[config.mk]
export PLATFORM = sky130hd
export DESIGN_NAME = rsa_bitmap
export DESIGN_NICKNAME = d
export VERILOG_FILES = /design/src/rtl/rsa_pkg.sv /design/src/rtl/rsa_bitmap.sv
export SDC_FILE = /design/constraint.sdc
export NUM_CORES = 2
export LEC_CHECK = 0
export ABC_AREA = 1
export ABC_CLOCK_PERIOD_IN_PS = 33200
export BUFFER_PORTS_ARGS = -buffer_cell sky130_fd_sc_hd__clkbuf_2
export CORE_ASPECT_RATIO = 1.25
export CORE_UTILIZATION = 30
export CTS_BUF_LIST = sky130_fd_sc_hd__clkbuf_4
export DETAILED_ROUTE_END_ITERATION = 7
export PLACE_DENSITY = 0.41
export SYNTH_ARGS = -nofsm -noshare
export SYNTH_HDL_FRONTEND = slang
export SYNTH_SLANG_ARGS = --single-unit
[constraint.sdc]
create_clock -name clock -period 33.2 [get_ports clock]
set_input_delay 1.66 -clock clock [delete_from_list [all_inputs] [get_ports clock]]
set_output_delay 1.66 -clock clock [all_outputs]
set_load 0.02 [all_outputs]
[src/rtl/rsa_pkg.sv]
`timescale 1ns / 1ps

package rsa_pkg;

   localparam int MAX_SECTORS   = 4096;
   localparam int END_W         = 13;
   localparam int IDX_W         = 10;
   localparam int REGION_CHUNKS = 1024;
   localparam int MAP_DEPTH     = MAX_SECTORS / 8;
   localparam int MAP_AW        = 9;
   localparam int HEADER_BYTES  = 5;
   localparam int COUNT_LIMIT   = 255;
   localparam int FIRST_DATA    = 2;

   typedef enum logic [2:0] {
      ST_OK        = 3'd0,
      ST_EMPTY     = 3'd1,
      ST_BOGUS     = 3'd2,
      ST_TOO_LARGE = 3'd3,
      ST_FULL      = 3'd4
   } status_type;

   typedef enum logic [0:0] {
      ACT_WRITE = 1'b0,
      ACT_READ  = 1'b1
   } action_type;

   typedef enum logic [2:0] {
      S_CLEAR,
      S_IDLE,
      S_LOOK,
      S_SCAN,
      S_RNG_RD,
      S_RNG_WR,
      S_COMMIT
   } state_type;

   typedef struct packed {
      logic              rd_en;
      logic [MAP_AW-1:0] rd_addr;
      logic              wr_en;
      logic [MAP_AW-1:0] wr_addr;
      logic              wr_load;
      logic [7:0]        wr_data;
      logic [7:0]        wr_mask;
      logic              wr_set;
   } map_ctrl_type;

   typedef struct packed {
      logic             found;
      logic [END_W-1:0] run_start;
      logic [8:0]       run_len;
   } scan_type;

   function automatic logic [7:0] range_mask(input logic [MAP_AW-1:0] addr,
                                             input logic [END_W-1:0] lo,
                                             input logic [END_W-1:0] hi);
      logic [7:0]       m;
      logic [END_W-1:0] p;
      for (int j = 0; j < 8; j++) begin
         p    = {1'b0, addr, 3'(j)};
         m[j] = (p >= lo) && (p < hi);
      end
      return m;
   endfunction

   function automatic scan_type scan_byte(input logic [7:0]        data,
                                          input logic [MAP_AW-1:0] addr,
                                          input logic [END_W-1:0]  region_end,
                                          input logic [END_W-1:0]  need,
                                          input logic              have_old,
                                          input logic [END_W-1:0]  old_lo,
                                          input logic [END_W-1:0]  old_hi,
                                          input scan_type          cur);
      scan_type         s;
      logic [END_W-1:0] p;
      logic             used;
      s = cur;
      for (int j = 0; j < 8; j++) begin
         p = {1'b0, addr, 3'(j)};
         if (!s.found && p >= END_W'(FIRST_DATA) && p < region_end) begin
            used = data[j] && !(have_old && p >= old_lo && p < old_hi);
            if (used) begin
               s.run_start = p + END_W'(1);
               s.run_len   = '0;
            end else begin
               s.run_len = s.run_len + 9'd1;
               if ({4'b0, s.run_len} >= need) begin
                  s.found = 1'b1;
               end
            end
         end
      end
      return s;
   endfunction

endpackage

[src/rtl/rsa_bitmap.sv]
`timescale 1ns / 1ps

module rsa_bitmap (
   input  logic                 clock,
   input  rsa_pkg::map_ctrl_type ctrl,
   output logic [7:0]           rd_data
);

   logic [7:0] mem [rsa_pkg::MAP_DEPTH];
   logic [7:0] q_ff;
   logic [7:0] wdata;

   always_comb begin
      if (ctrl.wr_load) begin
         wdata = ctrl.wr_data;
      end else if (ctrl.wr_set) begin
         wdata = q_ff | ctrl.wr_mask;
      end else begin
         wdata = q_ff & ~ctrl.wr_mask;
      end
   end

   always_ff @(posedge clock) begin
      if (ctrl.rd_en) begin
         q_ff <= mem[ctrl.rd_addr];
      end
      if (ctrl.wr_en) begin
         mem[ctrl.wr_addr] <= wdata;
      end
   end

   assign rd_data = q_ff;

endmodule

; ---- Word level (Yosys, flattened, before mapping)
; Memory sizes are Yosys's and may differ from the RTL's. A register that Yosys moved wholly into a read port is not among the register bits.
; Cells that the tools add are included.
[classes]
n_addsub = 0
mul = 0
n_eq_ne = 0
shift = 0
magnitude_cmp = 0
mux = 4
n_bitwise = 3
div_mod_pow = 0
n_reduce_logical = 0
[op_table]
columns = op, n
row1 = $mux W8, 2
row2 = $and A8 B8 Y8, 1
row3 = $not A8 Y8, 1
row4 = $or A8 B8 Y8, 1
row5 = $mux W1, 2
[totals]
register_bits = 0
mem_count = 1
romBits = 0
output_inout_bits = 8
mem_bits_rw = 4096
wordCells = 8
latchBits = 0
[memory_table]
columns = name, depth, width, read_ports, rd_ports_with_merged_regs, write_ports, line
row1 = mem, 512, 8, 1, 1, 1, rsa_bitmap.sv:9  ; logic [7:0] mem [rsa_pkg::MAP_DEPTH];

; ---- Depth between registers and ports, before layout
[logic_depth]
ltp_word = 4
mapped_depth = 15
mapped_depth_nobuf = 11

; ---- Worst setup path after synthesis
; Ideal clock, no wire load.
[synth_timing]
path_kind = input to register
from = input port ctrl[17] in the netlist's numbering
to = memory mem[0][5], data pin
setup_slack_ns = 7.378
path_buffers = 1
cell_stages = 2
arrival_time_ns = 21.656
path_cell_list = clkbuf_1 -> o21ai_0
[synth_via]
elab_chain_cells = 1
[synth_lines]
columns = element, line
row1 = start: declaration, rsa_bitmap.sv:5  ; input rsa_pkg::map_ctrl_type ctrl,
row2 = $mux W8, rsa_bitmap.sv:14  ; if (ctrl.wr_load) begin
row3 = net wdata[5], rsa_bitmap.sv:11  ; logic [7:0] wdata;
row4 = end: declaration, rsa_bitmap.sv:9
; The timed path passes the listed nets, and every way through them passes these cells.

==> impl_results.md <==
- Run status: completed
- Die ar.: 558,500 um^2
- Minimum clock period: 7.303 ns
- Vias in the first global route: 110,100
- Final Max Tran Viols: 0
- Setup CP Type: in2reg
- TritonRoute pass-1 iters: 5
- Core ar.: approximately 550,000 um^2
- Row cnt: 305
- Drt total wl: 553,900 um
- Clock buffer depth: 5
- Layout Cells excl Fill: roughly 22,000
- Worst setup SP type: input port
- Synth unique cells: 17
- # hold bufs at CTS: 0
- Syn_area_per_cell: around 12 um^2
- PwrDens: ~60 nW/um^2
- Final Setup Violations: 0
- Top achievable clock speed: 136.9 MHz
- Skew-Pair Late Insertion Delay: 1.75 ns
- Crit path DAT: 8.92 ns
- Gate Count Post-Synth: 13,930
- Total gr overflow: 0
- Worst hold margin: 0.4637 ns
- Final #Nets: 14,380
- Worst path required time: approximately 35 ns
- Top post-synthesis cells by area: edfxtp_1 (74%), nand3_1 (12%), nand2_1 (9.4%), buf_2 (1.7%), nor2_1 (1.2%)
- Starting Density: 0.3016
- Input/output buffers: 46
- Yosys top cell by area: edfxtp_1
- Slew headroom: 0.1528
- P&R area growth vs syn: 11.70%
- Post-synth top area share: 0.7396
- DRC errors left: 0
- Initial antenna violation count: 43
- Most common cell after layout, fill and taps aside: nand2_1
- Detailed Route Iter0 Violations: 8,288
- ANT nets after route: 0
- Placed inst area: 173,200 um^2
- CTS H-tree lvls: 7
- Pwr Total: 0.01089 W
- Synth Register Bits: just over 4,000
- Tot GR Track Use: 0.1963
- Post-Syn Nets: 13,960
- Ports: 47
- Post-synth EDFFs: 4,104
- Post-CTS sizing: 0
- Fin Setup TNS: 0 ns
- CTS buffer count: 1,131
- Share of layout cells above drive strength 1: 0.1312
- Chip Height: 835.3 um
- Final hold vios: 0
- RSZ-0062 raised after global routing: false
- Clock sink total: between 4,000 and 5,000
- Vias: roughly 110k
- Maximum vdd ir drop: 37.24 uV
- Worst clock skew: between 0.08 and 0.09 ns
- Mapped Area: around 170,000 um^2
- Largest net degree at the start of global routing: roughly 170
- Syn. warnings: 0
- Max Cap Viol: 0
- Internal reg-to-reg setup slack: between 20 and 30 ns
- Least-Margin Pin Slew: ~1.3 ns
- Die Span X: 668.6 um
- CP Max Fanout: roughly 170
- CTS root buffer: clkbuf_4
- Commonest cells after routing, fill and taps aside: nand2_1 (4,161), edfxtp_1 (4,104), nand3_1 (4,080), clkbuf_4 (1,632), nor2_1 (511)
- Placed cell count: 20,570
- Post-synthesis sequential area ratio: 0.7396
- Routed wire length per instance: 24.77 um
- CTS clk-pin slew, worst paths: approximately 0.070 ns
- Global-route wire length before repair: between 700,000 and 800,000 um
- Via density: 4.924
- Fin area: 186,100 um^2
- Fillers: 55,910
- Crit end category: flop
- Gp weighted congestion: about 0.8
- Hold/Removal Path Class: in2reg
- Final Cycle Share: 0.2200
- Post-CTS Repair Setup Buffers: 0
- Synth Flop Type: edfxtp_1
- P_leak: approximately 64 nW
- Async S/R FF share, synth: 0
- TritonCTS clock tree: built
- DP HPWL: a little over 300,000 um
## worst max-delay path: stages
cell and delay, ns:
buf_12 0.14, inv_16 0.53, buf_4 0.71, buf_4 0.73
buf_4 0.81, buf_4 0.76, buf_4 0.80, buf_4 0.74
nand2_1 0.14, nand3_1 0.10, nand3_1 0.08, nand3_1 0.15
nand3_1 0.10, nand3_1 0.14, nand3_1 0.23, nand3_1 0.13
nand3_1 0.09, nand2_1 0.08
## area by class of cell
type                       instances  area, um^2  share of cell area
clock inverter                   123       580.6            0.003119
clock buffer                    1632       12250             0.06582
multi-input combinational       8797       38390              0.2062
antenna                           35       87.58           0.0004705
tap                             7368        9219             0.04953
inverter                          40       207.7            0.001116
timing repair buffer             262        2168             0.01165
sequential                      4104      123200              0.6621
## sequential cells by signal, indices dropped and copies added (netlist names)
| name | flops |
|---|---|
| rd_data | 8 |
| mem | 4096 |
## Yosys cell counts, types with 11 or more instances
| cell type | count |
|---|---|
| buf_6 | 22 |
| buf_2 | 561 |
| nor2_1 | 514 |
| nor3_1 | 11 |
| buf_1 | 87 |
| o21ai_0 | 16 |
| inv_1 | 35 |
| buf_4 | 124 |
| nand2_1 | 4176 |
| nand3_1 | 4080 |
| edfxtp_1 | 4104 |
| clkbuf_1 | 183 |
## cell families after synthesis
| family | count (synthesis) | synth area share |
|---|---|---|
| simple gates | 8781 | 0.2285 |
| flops | 4104 | 0.7396 |
| buf+inv | 1024 | 0.03145 |
| compound gates | 16 | 0.0004806 |
## power by group
group / internal (W) / total (W) / switching, W / leakage, nW
clock: 0.00225 / 0.00434 / 0.00209 / 7.83
combinational: 0.000144 / 0.000758 / 0.000614 / 19.5
sequential: 0.00578 / 0.00578 / 0.00000628 / 37.0
total: 0.00817 / 0.0109 / 0.00271 / 64.2
## per-layer routing
layer / wire length, um / global-route usage / part of all wire / vias up
met5: 0 / 0 / 0 / -
met4: 16750 / 0.07169 / 0.030 / 0
met3: 30610 / 0.03994 / 0.055 / 926
met2: 263800 / 0.3163 / 0.48 / 3336
met1: 242800 / 0.2613 / 0.44 / 54830
li1: - / - / - / 51010
## per-stage QoR
| stage | utilization | setup slack (ns) |
|---|---|---|
| 2_1_floorplan | - | 7.378 |
| 3_3_place_gp | 0.3135 | 24.36 |
| 3_5_place_dp | 0.3135 | 24.35 |
| 4_1_cts | 0.3367 | 26.38 |
| 5_1_grt | 0.3368 | 25.79 |
| 6_report | 0.3369 | 25.90 |
## path summary, 6_finish.rpt
path,startpoint,endpoint,cells past startpoint
hold / removal,ctrl[10],mem[145][1],3
setup / recovery,ctrl[28],rd_data[2],18
setup reg to reg,rd_data[1],mem[364][1],5
hold reg to reg,mem[228][1],rd_data[1],10
(Power assumes the default switching activity.)
